**config.mk**
```make
export PLATFORM = sky130hd
export DESIGN_NAME = pprle_front
export DESIGN_NICKNAME = d
export VERILOG_FILES = /design/src/hdl/packed_palette_rle_unpacker_assert.svh /design/src/hdl/pprle_pkg.sv /design/src/hdl/pprle_front.sv
export SDC_FILE = /design/constraint.sdc
export NUM_CORES = 1
export LEC_CHECK = 0
export ABC_AREA = 0
export BUFFER_PORTS_ARGS = -buffer_cell sky130_fd_sc_hd__buf_2
export CORE_ASPECT_RATIO = 2
export CORE_MARGIN = 4
export CORE_UTILIZATION = 50
export CTS_CLUSTER_SIZE = 20
export DETAILED_ROUTE_END_ITERATION = 12
export PLACE_DENSITY = 0.76
export SETUP_SLACK_MARGIN = 0.05
export SYNTH_ARGS = -nofsm -noshare
export SYNTH_HDL_FRONTEND = slang
export SYNTH_SLANG_ARGS = --single-unit
export TNS_END_PERCENT = 20
```
**constraint.sdc**
```tcl
create_clock -name clk -period 23.6 [get_ports clk]
set_clock_uncertainty 0.05 [all_clocks]
set_input_delay 4.72 -clock clk [delete_from_list [all_inputs] [get_ports clk]]
set_output_delay 4.72 -clock clk [all_outputs]
set_load 0.02 [all_outputs]
```
**src/hdl/packed_palette_rle_unpacker_assert.svh**
```systemverilog
// Assertion macros used by the packed palette unpacker back end.
// Expects clk and rst_n in the scope of the module that expands them.
`ifndef PACKED_PALETTE_RLE_UNPACKER_ASSERT_SVH
`define PACKED_PALETTE_RLE_UNPACKER_ASSERT_SVH

// same-cycle implication
`define PPRLE_ASSERT_IMPL(lbl, ante, cons) \
    lbl: assert property (@(posedge clk) disable iff (!rst_n) (ante) |-> (cons)) \
        else $error("pprle assertion failed");

// next-cycle implication
`define PPRLE_ASSERT_NEXT(lbl, ante, cons) \
    lbl: assert property (@(posedge clk) disable iff (!rst_n) (ante) |=> (cons)) \
        else $error("pprle assertion failed");

`endif

```
**src/hdl/pprle_pkg.sv**
```systemverilog
// Shared types and constants for the packed palette unpacker.
// No dependencies.
`default_nettype none

package pprle_pkg;

    localparam int PALETTE_ENTRIES_DEFAULT = 256;
    localparam int RUNS_PER_BYTE           = 8;
    localparam int QUEUE_DEPTH             = 2;

    localparam int CFG_INDEX_W = 2;
    localparam int CFG_DATA_W  = 4;

    localparam logic [CFG_INDEX_W-1:0] CFG_BITS_PER_INDEX = 2'd0;
    localparam logic [CFG_INDEX_W-1:0] CFG_RLE_ENABLE     = 2'd1;
    localparam logic [CFG_INDEX_W-1:0] CFG_EXPAND_RGBA    = 2'd2;

    localparam logic CMD_DATA          = 1'b0;
    localparam logic CMD_PALETTE_WRITE = 1'b1;

    localparam logic [3:0] BITS_PER_INDEX_RESET = 4'd8;
    localparam logic [3:0] MAX_DEPTH            = 4'd8;
    localparam logic [3:0] COUNT_BITS           = 4'd8;

    typedef enum logic [1:0] {
        PH_FLAG  = 2'd0,
        PH_COUNT = 2'd1,
        PH_VALUE = 2'd2
    } phase_t;

    typedef struct packed {
        logic        cmd;
        logic [7:0]  data_byte;
        logic [7:0]  entry_index;
        logic [31:0] entry_color;
    } in_word_t;

    typedef struct packed {
        logic [7:0]  color_index;
        logic [8:0]  run_length;
        logic [31:0] pixel_rgba;
        logic        last_of_item;
    } out_word_t;

    typedef struct packed {
        logic [7:0] idx;
        logic [8:0] len;
    } run_t;

    // one queue entry: either a palette write or the runs of one byte
    typedef struct packed {
        logic                          is_write;
        logic                          rgba;
        logic [3:0]                    count;
        run_t [RUNS_PER_BYTE-1:0]      runs;
        logic [7:0]                    widx;
        logic [31:0]                   wcolor;
    } bundle_t;

endpackage

`default_nettype wire

```
**src/hdl/pprle_front.sv**
```systemverilog
// Front end: config registers, bit parser, bundles the runs of one byte or a palette write.
// Depends on pprle_pkg.
`default_nettype none

module pprle_front (
    input  wire logic                                  clk,
    input  wire logic                                  rst_n,
    input  wire logic                                  in_valid,
    output logic                                       in_stall,
    input  wire pprle_pkg::in_word_t                   in_data,
    input  wire logic                                  cfg_we,
    input  wire logic [pprle_pkg::CFG_INDEX_W-1:0]     cfg_index,
    input  wire logic [pprle_pkg::CFG_DATA_W-1:0]      cfg_data,
    input  wire logic                                  q_full,
    output logic                                       q_push,
    output pprle_pkg::bundle_t                         q_wdata
);

    logic [3:0]        bpi_reg;
    logic              rle_en_reg;
    logic              rgba_reg;

    pprle_pkg::phase_t phase_reg, phase_next;
    logic [3:0]        cnt_reg, cnt_next;
    logic [7:0]        vs_reg, vs_next;
    logic [7:0]        rs_reg, rs_next;

    logic              accept;
    logic              is_palette;
    logic              rle;
    logic [3:0]        depth;
    logic [3:0]        n_runs;
    pprle_pkg::run_t [pprle_pkg::RUNS_PER_BYTE-1:0] runs;

    assign in_stall   = q_full;
    assign accept     = in_valid && !q_full;
    assign is_palette = (in_data.cmd == pprle_pkg::CMD_PALETTE_WRITE);
    assign rle        = rle_en_reg && !rgba_reg;

    always_comb
    begin
        priority if (bpi_reg == 4'd0)
            depth = 4'd1;
        else if (bpi_reg > pprle_pkg::MAX_DEPTH)
            depth = pprle_pkg::MAX_DEPTH;
        else
            depth = bpi_reg;
    end

    // walk the 8 bits MSB first
    always_comb
    begin
        phase_next = phase_reg;
        cnt_next   = cnt_reg;
        vs_next    = vs_reg;
        rs_next    = rs_reg;
        n_runs     = 4'd0;
        runs       = '0;
        for (int j = 0; j < 8; j++)
        begin
            priority if (rle && phase_next == pprle_pkg::PH_FLAG)
            begin
                phase_next = in_data.data_byte[7-j] ? pprle_pkg::PH_COUNT
                                                    : pprle_pkg::PH_VALUE;
            end
            else if (rle && phase_next == pprle_pkg::PH_COUNT)
            begin
                rs_next  = {rs_next[6:0], in_data.data_byte[7-j]};
                cnt_next = cnt_next + 4'd1;
                if (cnt_next >= pprle_pkg::COUNT_BITS)
                begin
                    phase_next = pprle_pkg::PH_VALUE;
                    cnt_next   = 4'd0;
                end
            end
            else
            begin
                vs_next  = {vs_next[6:0], in_data.data_byte[7-j]};
                cnt_next = cnt_next + 4'd1;
                if (cnt_next >= depth)
                begin
                    runs[n_runs[2:0]].idx = vs_next;
                    if (rle)
                    begin
                        runs[n_runs[2:0]].len = {1'b0, rs_next} + 9'd1;
                        rs_next    = 8'd0;
                        phase_next = pprle_pkg::PH_FLAG;
                    end
                    else
                    begin
                        runs[n_runs[2:0]].len = 9'd1;
                    end
                    n_runs   = n_runs + 4'd1;
                    vs_next  = 8'd0;
                    cnt_next = 4'd0;
                end
            end
        end
    end

    always_comb
    begin
        q_wdata          = '0;
        q_wdata.is_write = is_palette;
        q_wdata.rgba     = rgba_reg;
        q_wdata.count    = n_runs;
        q_wdata.runs     = runs;
        q_wdata.widx     = in_data.entry_index;
        q_wdata.wcolor   = in_data.entry_color;
        q_push           = accept && (is_palette || n_runs != 4'd0);
    end

    always_ff @(posedge clk or negedge rst_n)
    begin
        if (!rst_n)
        begin
            bpi_reg    <= pprle_pkg::BITS_PER_INDEX_RESET;
            rle_en_reg <= 1'b0;
            rgba_reg   <= 1'b0;
        end
        else if (cfg_we)
        begin
            unique case (cfg_index)
                pprle_pkg::CFG_BITS_PER_INDEX: bpi_reg    <= cfg_data;
                pprle_pkg::CFG_RLE_ENABLE:     rle_en_reg <= cfg_data[0];
                pprle_pkg::CFG_EXPAND_RGBA:    rgba_reg   <= cfg_data[0];
                default:                       ;
            endcase
        end
    end

    always_ff @(posedge clk or negedge rst_n)
    begin
        if (!rst_n)
        begin
            phase_reg <= pprle_pkg::PH_FLAG;
            cnt_reg   <= 4'd0;
            vs_reg    <= 8'd0;
            rs_reg    <= 8'd0;
        end
        else if (accept && !is_palette)
        begin
            phase_reg <= phase_next;
            cnt_reg   <= cnt_next;
            vs_reg    <= vs_next;
            rs_reg    <= rs_next;
        end
    end

endmodule

`default_nettype wire

```
==> metrics.yaml, run 1 <==
grt_pass1_wl_um: 91100
vias_per_cell: 7.41
die-area_mm2: 0.0261
most-common-layout-cells: "237 x nor2_1, 232 x nand2_1, 144 x a21oi_1"
die_w_um: 116
synthesis.instances: 1854
drive_gt1_frac: 0.134
r2r_slack_ps: 6090
avgSynthCellArea_um2: 6.33
layout_commonest_cell: "nor2_1"
arrival_ps: 18030
critPathKind: "in2out"
drtIter0Drc: 2080
grt_max_degree: 38
outcome: "finished clean"
synthArstFlopShare: 1.00
antenna_found_initial: 0
synthTopCellsByArea: "nor2_1 7.7%, nand2_1 7.4%, a21oi_1 6.2%, ha_1 6.1%, dfrtp_1 5.5%"
regToRegStartpoint: "bpi_reg[2]"
use_met2: 0.759
synth-seq-area-share: 0.0577
hold_viol_final: 0
boundaryPins: 244
vias: 16100
cpMostUsedCell: "ha_1"
final_util: 0.530
cp-startpoint: "in_data[47]"
hold_start: "bpi_reg[0]"
layout_min_cycle_time_ps: 22800
synth-xor-area-share: 0.0513
reg2reg_depth: 68
routed_wl_um: 63000
die_h_um: 225
area_growth_pct: 5.02
drv_slew: 0
maxCapViolCount: 0
relSlewSlack: 0.137
use_met3: 0.0765
top_usage_layer: "met2"
grt_pass1_vias: 15000
rsz0062_at_grt: "no"
coreArea_mm2: 0.0232
start_kind: "primary input"
synth_fa_ha_area_frac: 0.0608
drc: 0
cp_max_fo: 21
path_buf_inv: 8
min_to: "bpi_reg[0]"
grt_use_total: 0.459
port_buffers: 127
synth-seq-cells: 27
clk_pin_slew_worst_paths_ps: 90
synth_top_area_frac: 0.0768
synth_top_area_cell: "nor2_1"
critical_path.max_stage_delay_ps: 440
ys_types: 100
stdcell_count: 2169
cp.required_ps: 18830
synth_ff_type: "dfrtp_1"
std_cell_rows: 79
muxShareOfSynthArea: 0.0298
place_area_mm2: 0.0121
clkLatencyLatePin_ps: 310
synthSimpleGateAreaFrac: 0.279
syn_area_mm2: 0.0117
synth_top_family_by_area: "compound AO/OA/AOI/OAI gates"
grt.met1_usage: 0.506
detail_route.wl_per_cell_um: 29.1
cts_tree: "done"
synth_edf_count: 0
cts_buffer_depth: 2
place_congestion: 1.05
largest_reg_flops: 8
hold_depth: 1
post-route-period-util: 0.966
worstReg2RegEnd: "rs_reg[2]"
initial_core_util: 0.505
nNetsFinal: 2004
min_path_type: "reg2reg"
fmax_ghz: 0.0439
dp_hpwl_um: 48900
synth_compound_area_frac: 0.417
dp.cells: 2159
cts-root-buf: "clkbuf_16"
cp_slowest_cell: "or3_1"
worst_pin_slew_ps: 1290
cts_buffers: 3
end_kind: "output pin"
antenna_left: 0
antenna_cells: 0
final_area_mm2: 0.0123
cts.sinks: 27
grt-ovfl-total: 0
drtPass1Iterations: 7
cts_max_level: 1
crit_family: "compound AO/OA/AOI/OAI gates"
setup_viol: 0
yosys_warnings: 0
finalSetupTns_ps: 0
## worst reg2reg max path: cells and delay by family (launching register included)
kind / cells / cell delay (ps)
flip-flops: 1 / 370
adder cells (fa/ha/maj): 15 / 4340
buffers and inverters: 8 / 1600
AO/OA/AOI/OAI: 28 / 7070
XOR/XNOR: 2 / 640
AND/OR/NAND/NOR: 15 / 3310
## synthesized netlist by cell type (all sizes together) (9+ instances only)
master,number
a2bb2oi,10
a32oi,24
and2,25
o211ai,61
ha,57
nand4,12
clkbuf,68
o21a,14
mux2i,27
or3,13
nand2b,13
nand3,65
a21o,24
buf,113
o21ai,137
xnor2,33
xor2,31
nor3b,11
nor2b,11
a221oi,10
nand2,233
nor2,242
o31ai,11
a22oi,43
and3,10
a21oi,148
or2,10
nor4,12
dfrtp,26
a211oi,32
a31oi,30
inv,50
o22ai,78
o22a,11
nor3,41
a22o,9
## per-layer routing
layer	part of all wire	vias up	routed length, um
li1	-	6932	-
met1	0.33	7280	20600
met2	0.46	1370	28700
met3	0.10	484	6300
met4	0.12	0	7400
met5	0	-	0
## kinds of logic (layout without fill, tap and decap cells)
family / after synthesis / after routing
AO/OA/AOI/OAI: 722 / 723
AND/OR/NAND/NOR: 715 / 715
buffers and inverters: 234 / 230
XOR/XNOR: 64 / 64
adder cells (fa/ha/maj): 57 / 57
multiplexers: 34 / 34
flip-flops: 27 / 27
other: 1 / 36
## how the worst max path moves through the flow
| stage | endpoint | slack, ps | depth (start not counted) |
|---|---|---|---|
| floorplan | q_wdata[108] | 2140 | 56 |
| global placement | q_wdata[69] | 650 | 57 |
| detailed placement | q_wdata[67] | 260 | 58 |
| CTS | q_wdata[67] | 130 | 58 |
| global route | q_wdata[83] | 110 | 59 |
| finish | q_wdata[83] | 800 | 58 |
## timing repair
| action | CTS | global route |
|---|---|---|
| setup endpoints to repair | 0 | 103 |
| buffers inserted | 0 | 5 |
| hold buffers | 0 | 0 |
| gates resized for setup | 0 | 8 |
## layout make-up
cell class	count	area, um2
tap	283	354
multi-input combinational	1629	10000
clock inverter	1	8.76
timing repair buffer	173	981
fill	2444	10900
inverter	53	199
clock buffer	3	75.1
sequential	27	677
## through the flow
step / hold slack (ps) / setup WS (ps)
2_1_floorplan: 431 / 2140
3_3_place_gp: 450 / 652
3_5_place_dp: 469 / 260
4_1_cts: 487 / 131
5_1_grt: 510 / 109
6_report: 477 / 800
Power of run 1 is not shown: default switching activity piles up to over one toggle a cycle in this logic, so the estimate is an artifact.
==> run 2: changes to the inputs <==
--- a/config.mk
+++ b/config.mk
@@ -7,9 +7,11 @@
 export LEC_CHECK = 0
 export ABC_AREA = 0
 export BUFFER_PORTS_ARGS = -buffer_cell sky130_fd_sc_hd__buf_2
+export CAP_MARGIN = 20
 export CORE_ASPECT_RATIO = 2
 export CORE_MARGIN = 4
 export CORE_UTILIZATION = 50
+export CTS_BUF_LIST = sky130_fd_sc_hd__clkbuf_8
 export CTS_CLUSTER_SIZE = 20
 export DETAILED_ROUTE_END_ITERATION = 12
 export PLACE_DENSITY = 0.76
==> run 2 against run 1 <==
First-iteration DRC count barely moved; via count decreased by 1.3%; core utilization grew 0.092 points; non-clock buffer count is 1 higher; flip-flop and latch count is the same; wire length shrank 0.51%; die area unchanged; global-route usage down 0.45 points; final cell count rose by 0.14%; register-to-register slack hardly changed; design area rose by 0.17%.
==> metrics.yaml, run 2 (synthesized netlist as in run 1, its figures left out) <==
r2r_slack_ps: 6080  # about the same
start_kind: "primary input"
port_buffers: 127  # unchanged
cts_max_level: 1  # unchanged
grt_pass1_wl_um: 90200  # -1.0%
drtPass1Iterations: 9  # +2
place_congestion: 1.05  # unchanged
cts-root-buf: "clkbuf_8"
finalSetupTns_ps: 0  # unchanged
cp_slowest_cell: "a211oi_2"
hold_depth: 1  # unchanged
drc: 0  # unchanged
cts_tree: "done"
largest_reg_flops: 8  # unchanged
most-common-layout-cells: "237 x nor2_1, 232 x nand2_1, 143 x a21oi_1"
initial_core_util: 0.505  # unchanged
hold_buffers: 0  # unchanged
drive_gt1_frac: 0.136  # +0.00205
setup_viol: 0  # unchanged
cpMostUsedCell: "ha_1"
critical_path.max_stage_delay_ps: 440  # about the same
end_kind: "output pin"
clk_pin_slew_worst_paths_ps: 120  # +30 ps
post-route-period-util: 0.965  # -0.00151
outcome: "finished clean"
grt_max_degree: 38  # unchanged
drtIter0Drc: 2081  # +0.048%
antenna_left: 0  # unchanged
arrival_ps: 17990  # -40 ps
die_w_um: 116  # unchanged
grt_use_total: 0.454  # -0.00455
rsz0062_at_grt: "no"
detail_route.wl_per_cell_um: 28.9  # -0.65%
vias: 15900  # -1.3%
dp_hpwl_um: 48800  # -0.12%
cp.required_ps: 18830  # about the same
coreArea_mm2: 0.0232  # unchanged
die-area_mm2: 0.0261  # unchanged
min_to: "bpi_reg[0]"
routed_wl_um: 62700  # -0.51%
boundaryPins: 244  # unchanged
hold_viol_final: 0  # unchanged
maxCapViolCount: 0  # unchanged
cts.sinks: 27  # unchanged
vias_per_cell: 7.30  # -1.4%
worst_pin_slew_ps: 1190  # -95.4 ps
hold_start: "bpi_reg[0]"
fmax_ghz: 0.0439  # +0.16%
clkLatencyLatePin_ps: 370  # +60 ps
min_path_type: "reg2reg"
nNetsFinal: 2005  # +0.050%
critPathKind: "in2out"
area_growth_pct: 5.21
cts_buffer_depth: 2  # unchanged
cp_max_fo: 21  # unchanged
reg2reg_depth: 64  # -5.9%
antenna_found_initial: 2  # +2
relSlewSlack: 0.196  # +0.0594
worstReg2RegEnd: "rs_reg[2]"
cts_buffers: 3  # unchanged
drv_slew: 0  # unchanged
grt-ovfl-total: 0  # unchanged
std_cell_rows: 79  # unchanged
regToRegStartpoint: "bpi_reg[2]"
layout_min_cycle_time_ps: 22760  # -35.7 ps
layout_commonest_cell: "nor2_1"
grt_pass1_vias: 15000  # +0.080%
die_h_um: 225  # unchanged
==> run 2: cell count changes in the layout (fill, tap and decap cells not counted), moves of 2 or more <==
cell	before	now
buf_4	46	42
clkbuf_16	3	0
clkbuf_8	0	3
buf_12	0	2
diode_2	0	2
==> run 2: cell type report <==
class	instances	area (um2)
tap	283	354
fill	2434	10900
clock buffer	3	41.3
sequential	27	677
timing repair buffer	174	1010
inverter	53	199
antenna	2	5.00
clock inverter	1	8.76
multi-input combinational	1629	10000
==> run 2: stage by stage <==
stage	worst slack (ps)	util	hold WS (ps)	cells	cell area, um2
after floorplan	2140	-	431	1889	11900
after global placement	652	0.523	450	2159	12100
after detailed placement	174	0.524	467	2160	12200
after CTS	116	0.526	497	2164	12200
after global routing	87.3	0.531	520	2171	12300
final	836	0.531	488	2172	12300
==> run 2: worst max-delay path, delay by kind of cell <==
kind,cells,cell delay [ps]
fa+ha+maj,11,3060
buf+inv,9,1420
xor+xnor,2,550
simple gates,14,2960
compound gates,23,5260
==> run 2: how the worst max path moves through the flow <==
stage | cells after the start | start | slack [ps] | endpoint
6_report | 59 | in_data[47] | 840 | q_wdata[83]
5_1_grt | 59 | in_data[47] | 90 | q_wdata[85]
4_1_cts | 54 | in_data[47] | 120 | q_wdata[68]
3_5_place_dp | 54 | in_data[47] | 170 | q_wdata[68]
3_3_place_gp | 57 | in_data[47] | 650 | q_wdata[69]
2_1_floorplan | 56 | in_data[47] | 2140 | q_wdata[108]
==> run 2: repair_timing <==
item,4_1_cts,5_1_grt
endpoints found under the setup margin,0,104
setup buffers,0,3
resized for setup,0,11
==> run 2: metal layers <==
layer / up-vias / GRT usage / part of all wire
met5: - / 0 / 0
met4: 0 / 0.381 / 0.12
met3: 452 / 0.0676 / 0.094
met2: 1278 / 0.751 / 0.45
met1: 7191 / 0.497 / 0.34
li1: 6936 / - / -
Power of run 2 is left out for the same reason.
