==> config.mk <==
export PLATFORM = sky130hd
export DESIGN_NAME = pprle_queue
export DESIGN_NICKNAME = d
export VERILOG_FILES = /design/src/hdl/packed_palette_rle_unpacker_assert.svh /design/src/hdl/pprle_pkg.sv /design/src/hdl/pprle_queue.sv
export SDC_FILE = /design/constraint.sdc
export NUM_CORES = 1
export LEC_CHECK = 0
export ABC_AREA = 1
export BUFFER_PORTS_ARGS = -buffer_cell sky130_fd_sc_hd__buf_2
export CAP_MARGIN = 20
export CORE_MARGIN = 10
export CORE_UTILIZATION = 55
export DETAILED_ROUTE_END_ITERATION = 6
export GPL_ROUTABILITY_DRIVEN = 0
export PLACE_DENSITY = 0.83
export SYNTH_ARGS = -nofsm -noshare
export SYNTH_HDL_FRONTEND = slang
export SYNTH_SLANG_ARGS = --single-unit
==> constraint.sdc <==
create_clock -name clk -period 23.5 [get_ports clk]
set_input_delay 0 -clock clk [delete_from_list [all_inputs] [get_ports clk]]
set_output_delay 0 -clock clk [all_outputs]
set_load 0.01 [all_outputs]
==> src/hdl/packed_palette_rle_unpacker_assert.svh <==
// Assertion macros used by the packed palette unpacker back end.
// Expects clk and rst_n in the scope of the module that expands them.
`ifndef PACKED_PALETTE_RLE_UNPACKER_ASSERT_SVH
`define PACKED_PALETTE_RLE_UNPACKER_ASSERT_SVH

// same-cycle implication
`define PPRLE_ASSERT_IMPL(lbl, ante, cons) \
    lbl: assert property (@(posedge clk) disable iff (!rst_n) (ante) |-> (cons)) \
        else $error("pprle assertion failed");

// next-cycle implication
`define PPRLE_ASSERT_NEXT(lbl, ante, cons) \
    lbl: assert property (@(posedge clk) disable iff (!rst_n) (ante) |=> (cons)) \
        else $error("pprle assertion failed");

`endif

==> src/hdl/pprle_pkg.sv <==
// Shared types and constants for the packed palette unpacker.
// No dependencies.
`default_nettype none

package pprle_pkg;

    localparam int PALETTE_ENTRIES_DEFAULT = 256;
    localparam int RUNS_PER_BYTE           = 8;
    localparam int QUEUE_DEPTH             = 2;

    localparam int CFG_INDEX_W = 2;
    localparam int CFG_DATA_W  = 4;

    localparam logic [CFG_INDEX_W-1:0] CFG_BITS_PER_INDEX = 2'd0;
    localparam logic [CFG_INDEX_W-1:0] CFG_RLE_ENABLE     = 2'd1;
    localparam logic [CFG_INDEX_W-1:0] CFG_EXPAND_RGBA    = 2'd2;

    localparam logic CMD_DATA          = 1'b0;
    localparam logic CMD_PALETTE_WRITE = 1'b1;

    localparam logic [3:0] BITS_PER_INDEX_RESET = 4'd8;
    localparam logic [3:0] MAX_DEPTH            = 4'd8;
    localparam logic [3:0] COUNT_BITS           = 4'd8;

    typedef enum logic [1:0] {
        PH_FLAG  = 2'd0,
        PH_COUNT = 2'd1,
        PH_VALUE = 2'd2
    } phase_t;

    typedef struct packed {
        logic        cmd;
        logic [7:0]  data_byte;
        logic [7:0]  entry_index;
        logic [31:0] entry_color;
    } in_word_t;

    typedef struct packed {
        logic [7:0]  color_index;
        logic [8:0]  run_length;
        logic [31:0] pixel_rgba;
        logic        last_of_item;
    } out_word_t;

    typedef struct packed {
        logic [7:0] idx;
        logic [8:0] len;
    } run_t;

    // one queue entry: either a palette write or the runs of one byte
    typedef struct packed {
        logic                          is_write;
        logic                          rgba;
        logic [3:0]                    count;
        run_t [RUNS_PER_BYTE-1:0]      runs;
        logic [7:0]                    widx;
        logic [31:0]                   wcolor;
    } bundle_t;

endpackage

`default_nettype wire

==> src/hdl/pprle_queue.sv <==
// Short FIFO of bundles between front and back.
// Depends on pprle_pkg.
`default_nettype none

module pprle_queue (
    input  wire logic               clk,
    input  wire logic               rst_n,
    input  wire logic               push,
    input  wire pprle_pkg::bundle_t wdata,
    output logic                    full,
    input  wire logic               pop,
    output logic                    valid,
    output pprle_pkg::bundle_t      rdata
);

    localparam int DEPTH = pprle_pkg::QUEUE_DEPTH;
    localparam int PW    = (DEPTH > 1) ? $clog2(DEPTH) : 1;
    localparam int CW    = $clog2(DEPTH + 1);

    pprle_pkg::bundle_t entry_reg [DEPTH];
    logic [PW-1:0] wr_ptr_reg, wr_ptr_next;
    logic [PW-1:0] rd_ptr_reg, rd_ptr_next;
    logic [CW-1:0] cnt_reg, cnt_next;

    assign full  = (cnt_reg == CW'(DEPTH));
    assign valid = (cnt_reg != '0);
    assign rdata = entry_reg[rd_ptr_reg];

    always_comb
    begin
        wr_ptr_next = wr_ptr_reg;
        rd_ptr_next = rd_ptr_reg;
        cnt_next    = cnt_reg;
        if (push)
            wr_ptr_next = (wr_ptr_reg == PW'(DEPTH - 1)) ? '0 : wr_ptr_reg + 1'b1;
        if (pop)
            rd_ptr_next = (rd_ptr_reg == PW'(DEPTH - 1)) ? '0 : rd_ptr_reg + 1'b1;
        if (push && !pop)
            cnt_next = cnt_reg + 1'b1;
        else if (pop && !push)
            cnt_next = cnt_reg - 1'b1;
    end

    always_ff @(posedge clk or negedge rst_n)
    begin
        if (!rst_n)
        begin
            wr_ptr_reg <= '0;
            rd_ptr_reg <= '0;
            cnt_reg    <= '0;
        end
        else
        begin
            wr_ptr_reg <= wr_ptr_next;
            rd_ptr_reg <= rd_ptr_next;
            cnt_reg    <= cnt_next;
        end
    end

    always_ff @(posedge clk)
    begin
        if (push)
            entry_reg[wr_ptr_reg] <= wdata;
    end

endmodule

`default_nettype wire

==> impl_metrics.env, run 1 <==
export IMPL_status="finished clean"
export IMPL_ys_async_sr_fraction_pct=1.09
export IMPL_dr_pass1_iters=4
export IMPL_drive_gt1_share_pct=50.6
export IMPL_synth_cell_type_count=13
export IMPL_start_kind="flop"
export IMPL_min_delay_worst_type="primary input to flop"
export IMPL_top_post_synthesis_cells_by_area="edfxtp_1 (82%), mux2_2 (15%), buf_6 (1.6%)"
export IMPL_tritoncts="done"
export IMPL_finalHoldViolations=0
export IMPL_crit_cells=3
export IMPL_clk_insertion_delay_late_ns=0.51
export IMPL_cp_max_fo=79
export IMPL_area_grow_syn2layout_pct=38.4
export IMPL_switching_share_pct=29.4
export IMPL_combinationalPowerShare_pct=28.8
export IMPL_remaining_drc_errors=0
export IMPL_syn_num_nets=778
export IMPL_cts_sinks=368
export IMPL_vias_per_inst=5.26
export IMPL_placementRows=57
export IMPL_clock_fmax_mhz=347
export IMPL_timing_max_slew_rel_slack_pct=30.5
export IMPL_fin_skew_ns=0.0124
export IMPL_maxCapViolCount=0
export IMPL_synth_seq_area_share_pct=82.3
export IMPL_holdPathStages=2
export IMPL_first_iter_violations=650
export IMPL_critical_path_n_buffers_inverters=2
export IMPL_worst_pin_slew_ns=1.04
export IMPL_postSynthRegisterBits=368
export IMPL_worst_ep_required_time_ns=23.50
export IMPL_ys_dominant_reg_cell="edfxtp_1"
export IMPL_r2r_cells=3
export IMPL_criticalPathCategory="flop to output pin"
export IMPL_setup_slack_ns=20.61
export IMPL_hpwl_mm=19.8
export IMPL_cp_end_kind="output pin"
export IMPL_grt_overflow_total=0
export IMPL_vias=8045
export IMPL_via_count_of_the_first_global_routing_pass=8610
export IMPL_finish_net_count=1360
export IMPL_seq_power_share_pct=44.1
export IMPL_port_buffers=369
export IMPL_power_internal_mw=1.47
export IMPL_p_sw_uw=614
export IMPL_antenna_left=0
export IMPL_yosysWarningCount=0
export IMPL_cp_arrival_ns=2.89
export IMPL_synth_largest_area_cell="edfxtp_1"
export IMPL_chipHeight_um=176
export IMPL_leakage_nw=7.08
export IMPL_wl_per_cell_um=23.0
export IMPL_setup_violations_final=0
export IMPL_synth_top_cell_area_share_pct=81.5
export IMPL_synth_edf_count=364
export IMPL_cts_htree_levels=2
export IMPL_power_density_nw_per_um2=112
export IMPL_floorplan_die_area_um2=31000
export IMPL_setup_tns_ns=0
export IMPL_largest_incremental_delay_on_the_critical_path_ns=0.88
export IMPL_post_synth_instance_area_um2=13400
export IMPL_cts_setup_buffers=0
export IMPL_critPathTopFamily="buffers and inverters"
export IMPL_cts_buffer_depth=3
export IMPL_timing_max_transition_violations_final=0
export IMPL_syn_area_per_cell_um2=22.7
export IMPL_fp_coreArea_um2=24200
export IMPL_number_of_flip_flops_under_the_largest_register_name=364
export IMPL_synthCells=591
export IMPL_postLayoutCoreUtil_pct=76.7
export IMPL_synth_top_cells_by_count="edfxtp_1 (364), mux2_2 (182), buf_6 (19)"
export IMPL_initial_utilization_pct=55.4
export IMPL_grt_util_all_layers_pct=21.8
export IMPL_peakVddDrop_uv=78.6
export IMPL_finalCritPeriodShare_pct=12.3
export IMPL_initial_antenna_violation_count=2
export IMPL_fp_dieW_um=176
export IMPL_boundaryPins=370
export IMPL_unrepaired_setup_endpoints_after_global_routing="no"
export IMPL_cts_made_buffers=38
export IMPL_path_clk_slew_ns=0.06
export IMPL_cts_root_buf="clkbuf_16"
export IMPL_power_share_clock_pct=27.2
export IMPL_grt_start_max_net_pins=80
export IMPL_synth_most_common_cell="edfxtp_1"
export IMPL_timing_critical_path_cells="buf_4, mux2_2, buf_2"
export IMPL_wirelength_mm=35.2
export IMPL_final_period_minus_worst_setup_slack_ns=2.89
export IMPL_cpMaxStageDelayCell="buf_4"
export IMPL_first_pass_grt_wire_length_mm=51.8
export IMPL_place_worst_setup_slack_ns=21.18
-- routing by layer --
metal | vias to the layer above | part of all wire, % | track usage, %
li1 | 3527 | - | -
met1 | 3976 | 35 | 23.7
met2 | 458 | 53 | 38.6
met3 | 84 | 9.3 | 7.18
met4 | 0 | 3.4 | 8.44
met5 | - | 0 | 0
-- power by group through the flow --
| stage | Combinational [mW] | Sequential [mW] | Clock, mW |
|---|---|---|---|
| 2_1_floorplan | 0.380 | 0.933 | 0 |
| 3_3_place_gp | 0.561 | 0.919 | 0 |
| 3_5_place_dp | 0.565 | 0.928 | 0 |
| 4_1_cts | 0.595 | 0.915 | 0.570 |
| 5_1_grt | 0.636 | 0.930 | 0.602 |
| 6_report | 0.600 | 0.919 | 0.567 |
-- kinds of logic after synthesis --
kind of cell / after synthesis / synth area share (%)
XOR/XNOR: 3 / 0.196
adder cells (fa/ha/maj): 1 / 0.0933
buffers and inverters: 27 / 1.83
flip-flops: 368 / 82.3
multiplexers: 182 / 15.3
AND/OR/NAND/NOR: 10 / 0.308
-- metrics by stage --
stage	std cells	hold WS [ns]	area, um2	power, mW
5_1_grt	1528	0.195	18600	2.17
4_1_cts	1526	0.183	18500	2.08
3_3_place_gp	1271	-0.186	15500	1.48
2_1_floorplan	591	-0.296	13400	1.31
3_5_place_dp	1271	-0.186	15500	1.49
6_report	1529	0.209	18600	2.09
-- placed cells by master (no fill, tap or decap), types with 2 or more instances in the layout --
cell type,Yosys,final
clkinv_1,0,8
diode_2,0,3
clkinv_4,0,2
clkbuf_16,0,41
dlygate4sd3_1,0,186
xor2_1,2,2
buf_2,1,369
inv_6,0,2
edfxtp_1,364,364
buf_4,0,7
dfrtp_1,4,3
nand2_1,6,6
clkbuf_1,0,14
mux2_2,182,182
inv_1,7,6
-- worst register-to-register path: cells and delay by family, from the launching register on --
kind	cells	cell delay, ns
flops	1	0.43
simple gates	1	0.12
buf+inv	2	1.30
-- cell type report --
| cell class | count | area [um2] |
|---|---|---|
| diodes | 3 | 7.51 |
| clock buffers | 55 | 1080 |
| clock inverters | 14 | 98.8 |
| fillers | 1194 | 5620 |
| inverters | 7 | 31.3 |
| multi-input cells | 196 | 2140 |
| flip-flops and latches | 368 | 11000 |
| well taps | 324 | 405 |
| repair buffers | 562 | 3760 |
-- final timing paths --
kind | slack (ns) | to | from
worst max register to register | 21.23 | entry_reg[0][37] | wr_ptr_reg
min in group asynchronous | 0.44 | wr_ptr_reg | rst_n
worst max-delay path | 20.61 | rdata[31] | rd_ptr_reg
worst min-delay path | 0.21 | entry_reg[0][57] | wdata[57]
worst min register to register | 0.49 | cnt_reg[1] | cnt_reg[1]
max in group asynchronous | 22.86 | rd_ptr_reg | rst_n
-- what timing repair did --
| action | 4_1_cts | 5_1_grt |
|---|---|---|
| hold endpoints to repair | 371 | 0 |
| resized for setup | 0 | 0 |
| hold buffers | 186 | 0 |
| endpoints found under the setup margin | 0 | 0 |
Power figures use the tool's default switching activity.
==> run 2: changes to the inputs <==
--- a/config.mk
+++ b/config.mk
@@ -9,10 +9,10 @@
 export BUFFER_PORTS_ARGS = -buffer_cell sky130_fd_sc_hd__buf_2
 export CAP_MARGIN = 20
 export CORE_MARGIN = 10
-export CORE_UTILIZATION = 55
+export CORE_UTILIZATION = 52
 export DETAILED_ROUTE_END_ITERATION = 6
 export GPL_ROUTABILITY_DRIVEN = 0
-export PLACE_DENSITY = 0.83
+export PLACE_DENSITY = 0.79
 export SYNTH_ARGS = -nofsm -noshare
 export SYNTH_HDL_FRONTEND = slang
 export SYNTH_SLANG_ARGS = --single-unit
==> constraint.sdc (replaced) <==
create_clock -name clk -period 3 [get_ports clk]
set_input_delay 0 -clock clk [delete_from_list [all_inputs] [get_ports clk]]
set_output_delay 0 -clock clk [all_outputs]
set_load 0.01 [all_outputs]
==> impl_metrics.env, run 2 (synthesis gave the netlist of run 1 again) <==
export IMPL_status="finished clean"
export IMPL_tritoncts="done"
export IMPL_drive_gt1_share_pct=51.0
export IMPL_peakVddDrop_uv=687
export IMPL_dpl_instance_area_um2=15600
export IMPL_grt_start_max_net_pins=116
export IMPL_final_cell_area_um2=18600
export IMPL_final_period_minus_worst_setup_slack_ns=2.30
export IMPL_hpwl_mm=21.1
export IMPL_cts_sinks=368
export IMPL_boundaryPins=370
export IMPL_fp_coreArea_um2=25300
export IMPL_leakage_nw=7.10
export IMPL_final_common_cell="buf_2"
export IMPL_cts_made_buffers=37
export IMPL_clock_fmax_mhz=435
export IMPL_unrepaired_setup_endpoints_after_global_routing="no"
export IMPL_maxCapViolCount=0
export IMPL_cpMaxStageDelayCell="dfrtp_4"
export IMPL_start_kind="flop"
export IMPL_critPathTopFamily="flip-flops"
export IMPL_vias_per_inst=5.14
export IMPL_path_clk_slew_ns=0.06
export IMPL_cts_root_buf="clkbuf_16"
export IMPL_postLayoutCoreUtil_pct=73.8
export IMPL_grt_overflow_total=0
export IMPL_first_iter_violations=496
export IMPL_min_delay_worst_type="primary input to flop"
export IMPL_most_common_layout_cells="buf_2 (369), edfxtp_1 (364), dlygate4sd3_1 (186), mux2_2 (182), clkbuf_16 (39)"
export IMPL_remaining_drc_errors=0
export IMPL_critical_path_n_buffers_inverters=2
export IMPL_timing_max_transition_violations_final=0
export IMPL_antenna_left=0
export IMPL_area_grow_syn2layout_pct=39.0
export IMPL_port_buffers=369
export IMPL_first_pass_grt_wire_length_mm=51.0
export IMPL_timing_max_slew_rel_slack_pct=56.4
export IMPL_vias=7884
export IMPL_finalHoldViolations=0
export IMPL_wirelength_mm=34.0
export IMPL_dr_pass1_iters=4
export IMPL_initial_utilization_pct=53.1
export IMPL_wl_per_cell_um=22.2
export IMPL_cp_end_kind="output pin"
export IMPL_fin_skew_ns=0.0213
export IMPL_initial_antenna_violation_count=2
export IMPL_setup_tns_ns=0
export IMPL_cts_buffer_depth=3
export IMPL_r2r_cells=2
export IMPL_criticalPathCategory="flop to output pin"
export IMPL_holdPathStages=2
export IMPL_crit_cells=3
export IMPL_setup_slack_ns=0.703
export IMPL_report_power_total_mw=16.3
export IMPL_worst_ep_required_time_ns=3.00
export IMPL_finish_net_count=1364
export IMPL_timing_critical_path_cells="buf_4, mux2_2, buf_2"
export IMPL_cp_arrival_ns=2.30
export IMPL_cts_htree_levels=2
export IMPL_largest_incremental_delay_on_the_critical_path_ns=0.82
export IMPL_floorplan_die_area_um2=32600
export IMPL_finalCritPeriodShare_pct=76.6
export IMPL_via_count_of_the_first_global_routing_pass=8718
export IMPL_grt_util_all_layers_pct=19.9
export IMPL_worst_pin_slew_ns=0.654
export IMPL_clk_insertion_delay_late_ns=0.51
export IMPL_fp_dieW_um=181
export IMPL_place_worst_setup_slack_ns=1.26
export IMPL_number_of_flip_flops_under_the_largest_register_name=364
export IMPL_chipHeight_um=181
export IMPL_setup_violations_final=0
export IMPL_power_density_nw_per_um2=875
export IMPL_cp_max_fo=39
export IMPL_placementRows=58
==> run 2: cell count changes in the layout (fill, tap and decap cells not counted), moves of 2 or more <==
cell        change
clkinvlp_4      +2
buf_12          +6
clkbuf_16       -2
clkinv_4        -2
clkbuf_1        -5
==> run 2: power by group <==
part | internal, mW | switching [mW]
Sequential | 6.82 | 0.358
Clock | 2.54 | 1.82
Combinational | 2.20 | 2.57
Total | 11.6 | 4.75
==> run 2: path summary, 6_finish.rpt <==
path                                 start                 to  slack (ns)
worst max-delay path            rd_ptr_reg          rdata[91]        0.70
worst min-delay path            wdata[152]  entry_reg[1][152]        0.20
worst max register to register  wr_ptr_reg  entry_reg[0][108]        1.33
worst min register to register  cnt_reg[1]         cnt_reg[1]        0.49
max in group asynchronous            rst_n         rd_ptr_reg        2.40
min in group asynchronous            rst_n         wr_ptr_reg        0.40
==> run 2: repair_timing <==
item	in CTS	in global routing
gates resized for setup	0	0
buffers inserted	0	0
hold buffers	186	0
endpoints found under the hold margin	372	0
==> run 2: metrics by stage <==
step,instances,hold slack [ns]
global route,1533,0.202
floorplan,591,-0.296
global placement,1282,-0.186
CTS,1531,0.191
detailed placement,1282,-0.185
finish,1533,0.203
==> run 2: cell type report <==
| type | instances | area [um2] |
|---|---|---|
| fill | 1441 | 6630 |
| multi-input combinational | 196 | 2140 |
| sequential | 368 | 11000 |
| clock buffer | 48 | 1010 |
| timing repair buffer | 567 | 3870 |
| clock inverter | 15 | 123 |
| antenna | 2 | 5.00 |
| inverter | 7 | 30.0 |
| tap | 330 | 413 |
==> run 2: per-layer routing <==
layer  up-vias  global-route usage, %  part of all wire [%]
li1       3527                      -                     -
met1      3950                   20.8                    35
met2       340                   36.6                    54
met3        67                   6.12                   7.7
met4         0                   7.22                   3.0
met5         -                      0                     0
==> run 3: changes to the inputs <==
==> constraint.sdc (replaced) <==
create_clock -name clk -period 2.16 [get_ports clk]
set_input_delay 0 -clock clk [delete_from_list [all_inputs] [get_ports clk]]
set_output_delay 0 -clock clk [all_outputs]
set_load 0.01 [all_outputs]
==> impl_metrics.env, run 3 (synthesis gave the netlist of run 1 again) <==
export IMPL_vias=7855
export IMPL_stdcell_count=1546
export IMPL_most_common_layout_cells="buf_2 (369), edfxtp_1 (364), dlygate4sd3_1 (186), mux2_2 (182), clkbuf_16 (41)"
export IMPL_placementRows=58
export IMPL_grt_util_all_layers_pct=20.2
export IMPL_wirelength_mm=34.2
export IMPL_start_kind="flop"
export IMPL_holdWs_ns=0.215
export IMPL_worst_ep_required_time_ns=2.16
export IMPL_timing_critical_path_cells="buf_12, buf_4, mux2_2, buf_2"
export IMPL_critical_path_n_buffers_inverters=3
export IMPL_status="finished clean"
export IMPL_tritoncts="done"
export IMPL_boundaryPins=370
export IMPL_first_pass_grt_wire_length_mm=51.6
export IMPL_cts_made_buffers=38
export IMPL_unrepaired_setup_endpoints_after_global_routing="no"
export IMPL_report_power_total_mw=23.4
export IMPL_fp_dieW_um=181
export IMPL_grt_start_max_net_pins=85
export IMPL_critPathTopFamily="buffers and inverters"
export IMPL_min_delay_worst_type="primary input to flop"
export IMPL_chipHeight_um=181
export IMPL_floorplan_die_area_um2=32600
export IMPL_total_instance_count_after_detailed_placement=1286
export IMPL_path_clk_slew_ns=0.07
export IMPL_finalHoldViolations=0
export IMPL_number_of_flip_flops_under_the_largest_register_name=364
export IMPL_fin_skew_ns=0.0177
export IMPL_remaining_drc_errors=0
export IMPL_peakVddDrop_uv=980
export IMPL_timing_max_slew_rel_slack_pct=66.7
export IMPL_hpwl_mm=20.7
export IMPL_initial_utilization_pct=53.1
export IMPL_cp_arrival_ns=2.09
export IMPL_cp_end_kind="output pin"
export IMPL_dr_pass1_iters=4
export IMPL_cpMaxStageDelayCell="dfrtp_4"
export IMPL_dpl_instance_area_um2=15700
export IMPL_drive_gt1_share_pct=51.9
export IMPL_criticalPathCategory="flop to output pin"
export IMPL_cts_resized=0
export IMPL_via_count_of_the_first_global_routing_pass=8813
export IMPL_cts_htree_levels=2
export IMPL_finalCritPeriodShare_pct=96.7
export IMPL_cts_root_buf="clkbuf_16"
export IMPL_cp_max_fo=29
export IMPL_fp_coreArea_um2=25300
export IMPL_power_density_nw_per_um2=1240
export IMPL_area_grow_syn2layout_pct=40.6
export IMPL_leakage_nw=7.22
export IMPL_final_period_minus_worst_setup_slack_ns=2.09
export IMPL_grt_overflow_total=0
export IMPL_initial_antenna_violation_count=5
export IMPL_cts_sinks=368
export IMPL_clock_fmax_mhz=479
export IMPL_port_buffers=369
export IMPL_final_common_cell="buf_2"
export IMPL_maxCapViolCount=0
export IMPL_postLayoutCoreUtil_pct=74.6
export IMPL_final_cell_area_um2=18900
export IMPL_first_iter_violations=557
export IMPL_vias_per_inst=5.08
export IMPL_finish_net_count=1369
export IMPL_setup_violations_final=0
export IMPL_largest_incremental_delay_on_the_critical_path_ns=0.58
export IMPL_worst_pin_slew_ns=0.500
export IMPL_timing_max_transition_violations_final=0
export IMPL_clk_insertion_delay_late_ns=0.51
export IMPL_antenna_left=0
export IMPL_wl_per_cell_um=22.1
export IMPL_cts_buffer_depth=3
export IMPL_cts_setup_buffers=0
[run 3: changes by cell type in the layout (fill, tap and decap cells not counted)]
| cell | before | now |
|---|---|---|
| buf_12 | 6 | 9 |
| buf_4 | 6 | 7 |
| bufinv_16 | 2 | 4 |
| clkbuf_1 | 9 | 6 |
| clkbuf_16 | 39 | 41 |
| clkbuf_8 | 0 | 3 |
| clkinv_1 | 9 | 6 |
| clkinv_2 | 1 | 8 |
| clkinvlp_4 | 3 | 2 |
| diode_2 | 2 | 5 |
| inv_6 | 1 | 0 |
[run 3: worst paths after layout]
check                      cells past startpoint  startpoint  slack, ns                 to
min                                            2   wdata[22]       0.21   entry_reg[1][22]
max reg2reg                                    3  wr_ptr_reg       0.67  entry_reg[1][123]
min in group asynchronous                      3       rst_n       0.40         rd_ptr_reg
min reg2reg                                    2  cnt_reg[1]       0.49         cnt_reg[1]
max in group asynchronous                      3       rst_n       1.56         rd_ptr_reg
max                                            4  rd_ptr_reg       0.07          rdata[79]
[run 3: routing by layer]
metal	GRT usage (%)	vias up	wire [um]
met1	21.4	3863	11900
li1	-	3541	-
met5	0	-	0
met4	8.43	0	1190
met3	5.58	82	2540
met2	37.1	369	18500
[run 3: stage by stage]
stage / setup TNS [ns] / setup slack, ns
global placement: 0 / 0.636
CTS: 0 / 0.0790
finish: 0 / 0.0709
detailed placement: 0 / 0.635
floorplan: -512.85 / -1.43
global route: 0 / 0.0118
[run 3: cell type report]
| type | count | area [um2] |
|---|---|---|
| repair buffers | 571 | 3940 |
| clock inverters | 19 | 190 |
| flip-flops and latches | 368 | 11000 |
| diodes | 5 | 12.5 |
| multi-input cells | 196 | 2140 |
| fillers | 1395 | 6400 |
| well taps | 330 | 413 |
| inverters | 7 | 30.0 |
| clock buffers | 50 | 1090 |
[run 3: power breakdown]
group / switching [mW] / internal [mW] / total [mW]
Clock: 2.59 / 4.03 / 6.61
Combinational: 3.70 / 3.19 / 6.89
Sequential: 0.406 / 9.48 / 9.88
[run 3: worst reg2reg max path, cell delays in order, from the launching register on]
cell	delay, ns
dfrtp_1	0.44
nand2_2	0.09
clkinvlp_4	0.12
buf_12	0.38
[run 3: repair_timing]
item                       CTS  global route
hold buffers               186             0
hold endpoints to repair   371             0
setup endpoints to repair    0             0
